### config.mk
export PLATFORM = sky130hd
export DESIGN_NAME = memory_card_sector_frame
export DESIGN_NICKNAME = d
export VERILOG_FILES = /design/src/hw/rtl/mcsf_pkg.sv /design/src/hw/rtl/mcsf_apb_regs.sv /design/src/hw/rtl/mcsf_slot_engine.sv /design/src/hw/rtl/memory_card_sector_frame.sv
export SDC_FILE = /design/constraint.sdc
export NUM_CORES = 1
export LEC_CHECK = 0
export BUFFER_PORTS_ARGS = -buffer_cell sky130_fd_sc_hd__buf_2
export CAP_MARGIN = 20
export CORE_MARGIN = 2
export CORE_UTILIZATION = 36
export DETAILED_ROUTE_END_ITERATION = 6
export PLACE_DENSITY = 0.67
export SYNTH_ARGS = -nofsm -noshare
export SYNTH_HDL_FRONTEND = slang
export SYNTH_SLANG_ARGS = --single-unit
### constraint.sdc
create_clock -name i_clk -period 3.88 [get_ports i_clk]
set_clock_uncertainty 0.15 [all_clocks]
set_input_delay 0.194 -clock i_clk [delete_from_list [all_inputs] [get_ports i_clk]]
set_output_delay 0.194 -clock i_clk [all_outputs]
set_load 0.05 [all_outputs]
### src/hw/rtl/mcsf_pkg.sv
// package for the memory card sector frame engine: types and protocol constants
`default_nettype none

package mcsf_pkg;

    // apb register map
    localparam int unsigned ApbAddrWidth = 3;
    localparam int unsigned ApbDataWidth = 32;
    localparam logic        RegIdxAckCheck = 1'b0;
    localparam logic        AckCheckReset  = 1'b1;

    // stream widths
    localparam int unsigned InDataWidth  = 32;
    localparam int unsigned OutDataWidth = 24;

    // frame types
    localparam logic OpRead  = 1'b0;
    localparam logic OpWrite = 1'b1;

    // slot positions
    localparam logic [7:0] SlotCmd        = 8'd0;
    localparam logic [7:0] SlotKind       = 8'd1;
    localparam logic [7:0] SlotId0        = 8'd2;
    localparam logic [7:0] SlotId1        = 8'd3;
    localparam logic [7:0] SlotSecHi      = 8'd4;
    localparam logic [7:0] SlotSecLo      = 8'd5;
    localparam logic [7:0] SlotRdAck0     = 8'd6;
    localparam logic [7:0] SlotRdAck1     = 8'd7;
    localparam logic [7:0] SlotRdEchoHi   = 8'd8;
    localparam logic [7:0] SlotRdEchoLo   = 8'd9;
    localparam logic [7:0] SlotRdDataLo   = 8'd10;
    localparam logic [7:0] SlotRdDataHi   = 8'd137;
    localparam logic [7:0] SlotRdCsum     = 8'd138;
    localparam logic [7:0] SlotRdLast     = 8'd139;
    localparam logic [7:0] SlotWrDataLo   = 8'd6;
    localparam logic [7:0] SlotWrDataHi   = 8'd133;
    localparam logic [7:0] SlotWrCsum     = 8'd134;
    localparam logic [7:0] SlotWrAck0     = 8'd135;
    localparam logic [7:0] SlotWrAck1     = 8'd136;
    localparam logic [7:0] SlotWrLast     = 8'd137;

    // protocol bytes
    localparam logic [7:0] ByteCmd      = 8'h81;
    localparam logic [7:0] ByteRead     = 8'h52;
    localparam logic [7:0] ByteWrite    = 8'h57;
    localparam logic [7:0] ByteId0      = 8'h5A;
    localparam logic [7:0] ByteId1      = 8'h5D;
    localparam logic [7:0] ByteAck0     = 8'h5C;
    localparam logic [7:0] ByteAck1     = 8'h5D;
    localparam logic [7:0] ByteGood     = 8'h47;
    localparam logic [7:0] ByteBadCsum  = 8'h4E;
    localparam logic [7:0] ByteBadSec   = 8'hFF;

    // frame status codes
    typedef enum logic [2:0] {
        ST_OK       = 3'd0,
        ST_NO_CARD  = 3'd1,
        ST_NO_ACK   = 3'd2,
        ST_BAD_SEC  = 3'd3,
        ST_BAD_CSUM = 3'd4,
        ST_UNKNOWN  = 3'd5
    } t_status;

    // result of one slot
    typedef struct packed {
        logic [7:0] send_byte;
        logic [7:0] data_byte;
        logic       data_valid;
        logic       frame_done;
        t_status    status;
    } t_result;

endpackage

`default_nettype wire

### src/hw/rtl/mcsf_apb_regs.sv
// apb configuration register: acknowledge check enable
`default_nettype none

module mcsf_apb_regs
    import mcsf_pkg::*;
(
    input  wire logic                    i_clk,
    input  wire logic                    i_rst_n,
    input  wire logic                    psel,
    input  wire logic                    penable,
    input  wire logic                    pwrite,
    input  wire logic [ApbAddrWidth-1:0] paddr,
    input  wire logic [ApbDataWidth-1:0] pwdata,
    output logic      [ApbDataWidth-1:0] prdata,
    output logic                         pready,
    output logic                         o_ack_check_enable
);

    logic r_ack_check;
    logic n_ack_check;
    logic reg_hit;

    // register index from the word address
    assign reg_hit = (paddr[ApbAddrWidth-1] == RegIdxAckCheck);
    assign pready  = 1'b1;

    // write decode
    always_comb begin
        n_ack_check = r_ack_check;
        if (psel && penable && pwrite && reg_hit) begin
            n_ack_check = pwdata[0];
        end
    end

    always_ff @(posedge i_clk) begin
        if (!i_rst_n) begin
            r_ack_check <= AckCheckReset;
        end else begin
            r_ack_check <= n_ack_check;
        end
    end

    // read mux
    always_comb begin
        prdata = '0;
        if (reg_hit) begin
            prdata = {{(ApbDataWidth-1){1'b0}}, r_ack_check};
        end
    end

    assign o_ack_check_enable = r_ack_check;

endmodule

`default_nettype wire

### src/hw/rtl/mcsf_slot_engine.sv
// slot engine: frame state, send byte selection and received byte checks
`default_nettype none

module mcsf_slot_engine
    import mcsf_pkg::*;
(
    input  wire logic        i_clk,
    input  wire logic        i_rst_n,
    input  wire logic        i_accept,
    input  wire logic        i_ack_check,
    input  wire logic        i_op,
    input  wire logic [15:0] i_expected_sector,
    input  wire logic [7:0]  i_card_byte,
    input  wire logic [7:0]  i_host_byte,
    output t_result          o_result
);

    logic [7:0]  r_pos,  n_pos;
    logic        r_mode, n_mode;
    logic [15:0] r_sector, n_sector;
    logic [7:0]  r_rx_xor, n_rx_xor;
    logic [7:0]  r_tx_xor, n_tx_xor;
    logic [7:0]  r_echo_hi, n_echo_hi;
    t_status     r_ferr, n_ferr;

    logic        base_mode;
    logic [15:0] base_sector;
    logic [7:0]  base_rx_xor;
    logic [7:0]  base_tx_xor;
    logic [7:0]  base_echo_hi;
    t_status     base_ferr;
    logic [7:0]  tx;
    logic [7:0]  last_slot;
    t_status     err;
    logic        done;

    // frame start takes fresh mode and sector and clears the running state
    always_comb begin
        if (r_pos == SlotCmd) begin
            base_mode    = i_op;
            base_sector  = i_expected_sector;
            base_rx_xor  = '0;
            base_tx_xor  = '0;
            base_echo_hi = '0;
            base_ferr    = ST_OK;
        end else begin
            base_mode    = r_mode;
            base_sector  = r_sector;
            base_rx_xor  = r_rx_xor;
            base_tx_xor  = r_tx_xor;
            base_echo_hi = r_echo_hi;
            base_ferr    = r_ferr;
        end
    end

    // byte to send
    always_comb begin
        tx = '0;
        if (r_pos == SlotCmd) begin
            tx = ByteCmd;
        end else if (r_pos == SlotKind) begin
            tx = (base_mode == OpWrite) ? ByteWrite : ByteRead;
        end else if (r_pos == SlotSecHi) begin
            tx = base_sector[15:8];
        end else if (r_pos == SlotSecLo) begin
            tx = base_sector[7:0];
        end else if (base_mode == OpWrite && r_pos >= SlotWrDataLo && r_pos <= SlotWrDataHi) begin
            tx = i_host_byte;
        end else if (base_mode == OpWrite && r_pos == SlotWrCsum) begin
            tx = base_tx_xor;
        end
    end

    // running checksums and echo capture
    always_comb begin
        n_tx_xor  = base_tx_xor;
        n_rx_xor  = base_rx_xor;
        n_echo_hi = base_echo_hi;
        if (base_mode == OpWrite && r_pos >= SlotSecHi && r_pos <= SlotWrDataHi) begin
            n_tx_xor = base_tx_xor ^ tx;
        end
        if (base_mode == OpRead && r_pos >= SlotRdEchoHi && r_pos <= SlotRdCsum) begin
            n_rx_xor = base_rx_xor ^ i_card_byte;
        end
        if (base_mode == OpRead && r_pos == SlotRdEchoHi) begin
            n_echo_hi = i_card_byte;
        end
    end

    // per-slot check, at most one position matches
    always_comb begin
        err = ST_OK;
        if (r_pos == SlotId0 && i_card_byte != ByteId0) begin
            err = ST_NO_CARD;
        end else if (r_pos == SlotId1 && i_card_byte != ByteId1) begin
            err = ST_NO_CARD;
        end else if (base_mode == OpRead) begin
            if (i_ack_check && r_pos == SlotRdAck0 && i_card_byte != ByteAck0) begin
                err = ST_NO_ACK;
            end else if (i_ack_check && r_pos == SlotRdAck1 && i_card_byte != ByteAck1) begin
                err = ST_NO_ACK;
            end else if (r_pos == SlotRdEchoLo && {base_echo_hi, i_card_byte} != base_sector) begin
                err = ST_BAD_SEC;
            end else if (r_pos == SlotRdCsum && n_rx_xor != 8'h00) begin
                err = ST_BAD_CSUM;
            end else if (r_pos == SlotRdLast && i_card_byte != ByteGood) begin
                err = ST_UNKNOWN;
            end
        end else begin
            if (i_ack_check && r_pos == SlotWrAck0 && i_card_byte != ByteAck0) begin
                err = ST_NO_ACK;
            end else if (i_ack_check && r_pos == SlotWrAck1 && i_card_byte != ByteAck1) begin
                err = ST_NO_ACK;
            end else if (r_pos == SlotWrLast) begin
                case (i_card_byte)
                    ByteGood:    err = ST_OK;
                    ByteBadCsum: err = ST_BAD_CSUM;
                    ByteBadSec:  err = ST_BAD_SEC;
                    default:     err = ST_UNKNOWN;
                endcase
            end
        end
    end

    // first error wins, slot counter wraps at the last slot
    always_comb begin
        last_slot = (base_mode == OpWrite) ? SlotWrLast : SlotRdLast;
        done      = (r_pos >= last_slot);
        n_ferr    = (base_ferr == ST_OK) ? err : base_ferr;
        n_pos     = done ? SlotCmd : r_pos + 8'd1;
        n_mode    = base_mode;
        n_sector  = base_sector;
    end

    // result of this slot
    always_comb begin
        o_result.send_byte  = tx;
        o_result.data_valid = (base_mode == OpRead)
                              && (r_pos >= SlotRdDataLo) && (r_pos <= SlotRdDataHi);
        o_result.data_byte  = o_result.data_valid ? i_card_byte : 8'h00;
        o_result.frame_done = done;
        o_result.status     = done ? n_ferr : ST_OK;
    end

    // frame state registers
    always_ff @(posedge i_clk) begin
        if (!i_rst_n) begin
            r_pos     <= SlotCmd;
            r_mode    <= OpRead;
            r_sector  <= '0;
            r_rx_xor  <= '0;
            r_tx_xor  <= '0;
            r_echo_hi <= '0;
            r_ferr    <= ST_OK;
        end else if (i_accept) begin
            r_pos     <= n_pos;
            r_mode    <= n_mode;
            r_sector  <= n_sector;
            r_rx_xor  <= n_rx_xor;
            r_tx_xor  <= n_tx_xor;
            r_echo_hi <= n_echo_hi;
            r_ferr    <= n_ferr;
        end
    end

endmodule

`default_nettype wire

### src/hw/rtl/memory_card_sector_frame.sv
// top level of the memory card sector frame engine
//
//  channel     | direction | transfer            | content
//  s_axis      | in        | tvalid & tready     | tdata: expected_sector, card_byte, host_byte
//              |           |                     | tuser: op
//  m_axis      | out       | tvalid & tready     | tdata: send_byte, data_byte, status
//              |           |                     | tuser: data_valid, tlast: frame_done
//  apb         | in/out    | psel&penable&pwrite | ack_check_enable at byte address 0
//
// one slot per cycle: a slot is evaluated in the cycle it is accepted and its
// result sits in the output register from the next cycle on
// the output register is refilled in the same cycle it is emptied, so a slot
// is accepted every cycle while the sink takes results
// a stalled sink holds the result and stops intake until it is taken
// synchronous active-low reset returns to slot 0 and sets ack checking on
`default_nettype none

module memory_card_sector_frame
    import mcsf_pkg::*;
(
    input  wire logic                    i_clk,
    input  wire logic                    i_rst_n,
    // input stream
    input  wire logic                    s_axis_tvalid,
    output logic                         s_axis_tready,
    input  wire logic [InDataWidth-1:0]  s_axis_tdata,  // [15:0] expected_sector,
                                                        // [23:16] card_byte, [31:24] host_byte
    input  wire logic                    s_axis_tuser,  // [0] op
    // output stream
    output logic                         m_axis_tvalid,
    input  wire logic                    m_axis_tready,
    output logic      [OutDataWidth-1:0] m_axis_tdata,  // [7:0] send_byte, [15:8] data_byte,
                                                        // [18:16] status, [23:19] zero
    output logic                         m_axis_tuser,  // [0] data_valid
    output logic                         m_axis_tlast,
    // configuration
    input  wire logic                    psel,
    input  wire logic                    penable,
    input  wire logic                    pwrite,
    input  wire logic [ApbAddrWidth-1:0] paddr,
    input  wire logic [ApbDataWidth-1:0] pwdata,
    output logic      [ApbDataWidth-1:0] prdata,
    output logic                         pready
);

    logic    ack_check;
    logic    accept;
    t_result slot_res;
    logic    r_out_valid;
    t_result r_out;

    // configuration register
    mcsf_apb_regs u_regs (
        .i_clk              (i_clk),
        .i_rst_n            (i_rst_n),
        .psel               (psel),
        .penable            (penable),
        .pwrite             (pwrite),
        .paddr              (paddr),
        .pwdata             (pwdata),
        .prdata             (prdata),
        .pready             (pready),
        .o_ack_check_enable (ack_check)
    );

    // intake whenever the output register is free or being emptied
    assign s_axis_tready = !r_out_valid || m_axis_tready;
    assign accept        = s_axis_tvalid && s_axis_tready;

    mcsf_slot_engine u_engine (
        .i_clk             (i_clk),
        .i_rst_n           (i_rst_n),
        .i_accept          (accept),
        .i_ack_check       (ack_check),
        .i_op              (s_axis_tuser),
        .i_expected_sector (s_axis_tdata[15:0]),
        .i_card_byte       (s_axis_tdata[23:16]),
        .i_host_byte       (s_axis_tdata[31:24]),
        .o_result          (slot_res)
    );

    // output register control
    always_ff @(posedge i_clk) begin
        if (!i_rst_n) begin
            r_out_valid <= 1'b0;
        end else if (accept) begin
            r_out_valid <= 1'b1;
        end else if (m_axis_tready) begin
            r_out_valid <= 1'b0;
        end
    end

    // output payload
    always_ff @(posedge i_clk) begin
        if (accept) begin
            r_out <= slot_res;
        end
    end

    assign m_axis_tvalid = r_out_valid;
    assign m_axis_tdata  = {5'b0, r_out.status, r_out.data_byte, r_out.send_byte};
    assign m_axis_tuser  = r_out.data_valid;
    assign m_axis_tlast  = r_out.frame_done;

endmodule

`default_nettype wire

# Yosys cells after proc, flatten, opt, wreduce, memory -nomap -nowiden
# Index checks and enable logic that the tools add are counted.
# classes
addsub	1
multipliers	0
div	0
magnitude_cmp	8
eq_ne	23
shift	0
n_mux	34
bitwise	4
n_reduce_logical	33
# ops
op	n
$mux W8	13
$eq A8 B8 Y1 const B	7
$mux W3	14
$eq A8 B3 Y1 const B	4
$ne A8 B7 Y1 const B	4
$logic_and A1 B1 Y1	27
$le A8 B8 Y1 const B	3
$eq A8 B2 Y1 const B	2
$eq A8 B4 Y1 const B	2
$eq A8 B7 Y1 const B	2
$ge A8 B3 Y1 const B	2
$ge A8 B4 Y1 const B	2
$mux W16	1
$ne A16 B16 Y1	1
$xor A8 B8 Y8	2
$pmux W3 S3	1
$add A8 B1 Y8 const B	1
$eq A8 B1 Y1 const B	1
$ge A8 B8 Y1	1
$logic_not A8 Y1	1
$reduce_bool A8 Y1	1
$mux W1	4
$logic_not A3 Y1	1
$mux W2	1
other kinds (4)	5
# word_totals
regBits	75
latch_bits	0
mem_bits_rw	0
romBits	0
input_bits	75
out_inout_bits	61
elab_cells	117
n_memories	0

# Longest topological paths before layout
# logic_depth
ltp_word	16
ltp_mapped	14
ltp_nobuf	13

# Cells and area by module
# From an unflattened synthesis, not the netlist that was laid out.
# unflattened
hier_cells	586
hier_area_um2	4817.1
# by_module_without_submodules
mod	instances	cells_each	area_each_um2	seq_area_each_um2
mcsf_slot_engine	1	514	3767.4	1041.0
memory_card_sector_frame	1	32	729.4	650.6
mcsf_apb_regs	1	40	320.3	20.0

# Worst setup path after synthesis
# No wires, ideal clock.
# synth_timing
kind	register to register
start	register r_out_valid (netlist: m_axis_tvalid)
end	register u_engine.r_echo_hi[0]
setup_time_ns	0.128
arrival_time_ns	2.752
t_required_ns	3.602
setup_slack_ns	0.850
stages_incl_launch_ff	8
path_buffers	1
synth_period_minus_slack_ns	3.030
cell_sequence	dfxtp_1 nand2b_1 nand2_1 inv_1 clkbuf_1 nand2_1 a22oi_1 nor2_1
# synth_via
elab_chain_len	3
# synth_rtl
element	line	rtl
start, declared	memory_card_sector_frame.sv:49	logic r_out_valid;
start signal, assigned	memory_card_sector_frame.sv:85	r_out_valid <= 1'b0;
start signal, assigned	memory_card_sector_frame.sv:87	r_out_valid <= 1'b1;
start signal, assigned	memory_card_sector_frame.sv:89	r_out_valid <= 1'b0;
$logic_not A1 Y1	memory_card_sector_frame.sv:67	assign s_axis_tready = !r_out_valid || m_axis_tready;
$logic_or A1 B1 Y1	memory_card_sector_frame.sv:67	
net s_axis_tready	memory_card_sector_frame.sv:25	output logic s_axis_tready,
$logic_and A1 B1 Y1	memory_card_sector_frame.sv:68	assign accept = s_axis_tvalid && s_axis_tready;
net accept	memory_card_sector_frame.sv:47	logic accept;
end signal, assigned	mcsf_slot_engine.sv:161	r_echo_hi <= n_echo_hi;
end, declared	mcsf_slot_engine.sv:23	logic [7:0] r_echo_hi, n_echo_hi;
# The timed path passes the listed nets, and every way through them passes these cells.
# A chain may end at the register's enable or synchronous reset.

# Final worst setup path
# layout_timing
start	register u_engine.r_pos[0]
end	register u_engine.r_pos[5]
# layout_via
elab_chain_len	5
elab_cells_between_ends	6
cone_classes	1 x add/sub; 1 x order compare; 3 x mux; 1 x reduce/logical
# layout_rtl
element	line	rtl
start, declared	mcsf_slot_engine.sv:18	logic [7:0] r_pos, n_pos;
start signal, assigned	mcsf_slot_engine.sv:148	r_pos <= SlotCmd;
start signal, assigned	mcsf_slot_engine.sv:156	r_pos <= n_pos;
$logic_not A8 Y1	mcsf_slot_engine.sv:39	if (r_pos == SlotCmd) begin
$mux W1	mcsf_slot_engine.sv:39	
net u_engine.base_mode	mcsf_slot_engine.sv:26	logic base_mode;
$mux W2	mcsf_slot_engine.sv:127	last_slot = (base_mode == OpWrite) ? SlotWrLast : SlotRdLast;
$ge A8 B8 Y1	mcsf_slot_engine.sv:128	done = (r_pos >= last_slot);
$mux W8	mcsf_slot_engine.sv:130	n_pos = done ? SlotCmd : r_pos + 8'd1;
# The timed path passes the listed nets, and every way through them passes these cells.

==> impl_metrics.env <==
export IMPL_worstHoldPathType="primary input to flop"
export IMPL_place_hpwl_um=8800
export IMPL_ys_warn_count=0
export IMPL_place_gp_congestion=0.940
export IMPL_clk_insertion_delay_late_ns=0.34
export IMPL_synth_area_top_cells="dfxtp_1 (23%), edfxtp_1 (13%), nand2_1 (7.3%), buf_4 (6.0%), a21oi_1 (5.8%)"
export IMPL_syn_area_mm2=0.00476
export IMPL_io_pins=136
export IMPL_period_share_pct=84.3
export IMPL_max_cap_violations=0
export IMPL_first_pass_iters=5
export IMPL_cp_arrival_ns=3.34
export IMPL_grt_pass1_vias=4179
export IMPL_r2r_start="u_engine.r_pos[0]$_SDFFE_PN0P_"
export IMPL_die_x_um=119
export IMPL_ys_types=63
export IMPL_drt_vias_per_instance=5.30
export IMPL_yosys_top_cells_count="nand2_1 (93), a21oi_1 (55), dfxtp_1 (54)"
export IMPL_synth_area_per_cell_um2=7.89
export IMPL_status="finished clean"
export IMPL_synth_seq_cells=75
export IMPL_drc=0
export IMPL_startpoint="u_engine.r_pos[0]$_SDFFE_PN0P_"
export IMPL_detail_route_wl_per_cell_um=14.8
export IMPL_cts_root_buffer="clkbuf_16"
export IMPL_postRouteAntennaNets=0
export IMPL_synth_edff_count=21
export IMPL_cp_data_required_time_ns=3.95
export IMPL_grt_overflow=0
export IMPL_clock_fmax_mhz=306
export IMPL_nets=753
export IMPL_cts_path_max_buffers=2
export IMPL_core_area_mm2=0.0131
export IMPL_min_delay_start="m_axis_tready"
export IMPL_criticalPathCategory="flop to flop"
export IMPL_grt_usage_pct=18.6
export IMPL_synthArstFlopShare_pct=0
export IMPL_start_util_pct=36.4
export IMPL_cts_buffers=9
export IMPL_fin_crit_ns=3.27
export IMPL_start_kind="flop"
export IMPL_cp_end_kind="flop"
export IMPL_yosysTopAreaCell="dfxtp_1"
export IMPL_yosysMostFrequentCell="nand2_1"
export IMPL_fillCellCount=1315
export IMPL_cts_sinks=75
export IMPL_ys_flop_type="dfxtp_1"
export IMPL_postPlaceCellArea_mm2=0.00508
export IMPL_slew_headroom_pct=50.3
export IMPL_antenna_found_initial=0
export IMPL_io_buffer_count=65
export IMPL_cp_max_fo=9
export IMPL_drt_iter0_markers=424
export IMPL_tightest_slew_ns=0.744
export IMPL_vdd_drop_max_uv=201
export IMPL_hold_slack_ns=0.0190
export IMPL_rsz0062_at_grt="false"
export IMPL_synth_top_area_share_pct=22.7
export IMPL_postCtsSetupRepairBufs=0
export IMPL_totalWireLength_um=12600
export IMPL_synth_seq_area_share_pct=35.9
export IMPL_drive_gt1_share_pct=15.5
export IMPL_rrSetupSlack_ns=0.61
export IMPL_powerDensity_mw_per_mm2=390
export IMPL_die_area_mm2=0.0142
export IMPL_tns_ns=0
export IMPL_via_count=4521
export IMPL_power_leakage_nw=2.16
export IMPL_cts_max_level=3
export IMPL_grt_first_pass_wirelength_um=20900
export IMPL_setup_viol=0
export IMPL_rows=42
export IMPL_drv_slew=0
export IMPL_syn_to_final_growth_pct=18.3
export IMPL_antennaDiodeCount=0
export IMPL_synthCells=604
export IMPL_die_h_um=119
export IMPL_cts_tree="built"
export IMPL_final_hold_viol_count=0
export IMPL_path_clk_slew_ns=0.06
export IMPL_grt_max_degree=45
export IMPL_stdcell_area_mm2=0.00564
final timing paths:
kind / endpoint / cells after the start
max reg2reg: u_engine.r_pos[5]$_SDFFE_PN0P_ / 11
min reg2reg: u_engine.r_sector[3]$_SDFFE_PN0P_ / 2
min: m_axis_tvalid$_SDFFE_PN0P_ / 3
max: u_engine.r_pos[5]$_SDFFE_PN0P_ / 11
through the flow:
step                power [W]  setup slack, ns  std cells  utilization (%)
global placement      0.00127            0.697        816             38.9
floorplan             0.00120            0.850        639                -
CTS                   0.00221            0.641        853             43.1
detailed placement    0.00127            0.654        816             38.9
global route          0.00228            0.266        853             43.1
finish                0.00220            0.611        853             43.1
placed cells by master, fill, tap and decap left out, drive strengths merged, types with 4 or more instances in the layout:
master / n
nand2: 93
buf: 77
a21oi: 55
dfxtp: 54
o21ai: 46
nor2: 39
conb: 37
dlygate4sd3: 21
edfxtp: 21
nand3: 20
xnor2: 17
nor3: 16
inv: 12
clkbuf: 12
xor2: 11
a31oi: 10
and2: 9
a22oi: 9
nor4: 7
nand2b: 6
nand3b: 6
mux2i: 6
ha: 6
a211oi: 6
a21o: 5
o211ai: 5
nor3b: 5
nand4: 4
o22ai: 4
o22a: 4
a22o: 4
or3: 4
a32oi: 4
or3b: 4
clkinv: 4
where the power goes:
part           switching (W)  internal, W
Sequential         0.0000262     0.000835
Clock               0.000330     0.000594
Combinational       0.000294     0.000116
logic make-up after synthesis:
family | synth area share [%]
xor gates and xnor gates | 5.15
DFF | 35.9
adders and majority gates | 1.58
and+or+nand+nor | 23.4
other | 0.158
buffers and inverters | 10.4
AOI/OAI and AO/OA | 22.1
muxes | 1.26
registers in the layout (all words and copies together), names as in the netlist:
name / flops
m_axis_tdata: 19
m_axis_tlast: 1
u_engine.r_pos: 8
u_engine.r_sector: 16
m_axis_tvalid: 1
u_engine.r_echo_hi: 8
u_engine.r_mode: 1
u_regs.o_ack_check_enable: 1
m_axis_tuser: 1
u_engine.r_tx_xor: 8
u_engine.r_rx_xor: 8
u_engine.r_ferr: 3
routing by layer:
| layer | wire length, um | global-route usage [%] | vias to the layer above |
|---|---|---|---|
| met5 | 0 | 0 | - |
| met4 | 242 | 7.81 | 0 |
| met3 | 976 | 3.59 | 19 |
| met2 | 5740 | 29.3 | 194 |
| met1 | 5630 | 24.7 | 2103 |
| li1 | - | - | 2205 |
worst max-delay path, stage by stage (launching register included):
cell and delay, ns:
dfxtp_1 0.41, inv_1 0.19, ha_1 0.24, or3b_1 0.44, o21ai_1 0.21, nand2_1 0.22
ha_1 0.35, a211oi_1 0.06, o21ai_0 0.19, nand2_1 0.17, o21ai_1 0.41, nor2_1 0.09
final cells by class:
class                   instances  area, um2  share of cell area [%]
multi-input cells             475       2690                    47.7
flip-flops and latches         75       1710                    30.4
repair buffers                 98        626                    11.1
clock buffers                  12        289                    5.13
well taps                     176        220                    3.91
clock inverters                 4       52.6                   0.933
inverters                      13       48.8                   0.866
repair_timing:
item | in CTS | in global routing
hold endpoints to repair | 21 | 0
endpoints found under the setup margin | 0 | 0
gates resized for setup | 0 | 0
hold buffers | 21 | 0
No activity file was read; power rests on OpenSTA's default activity.
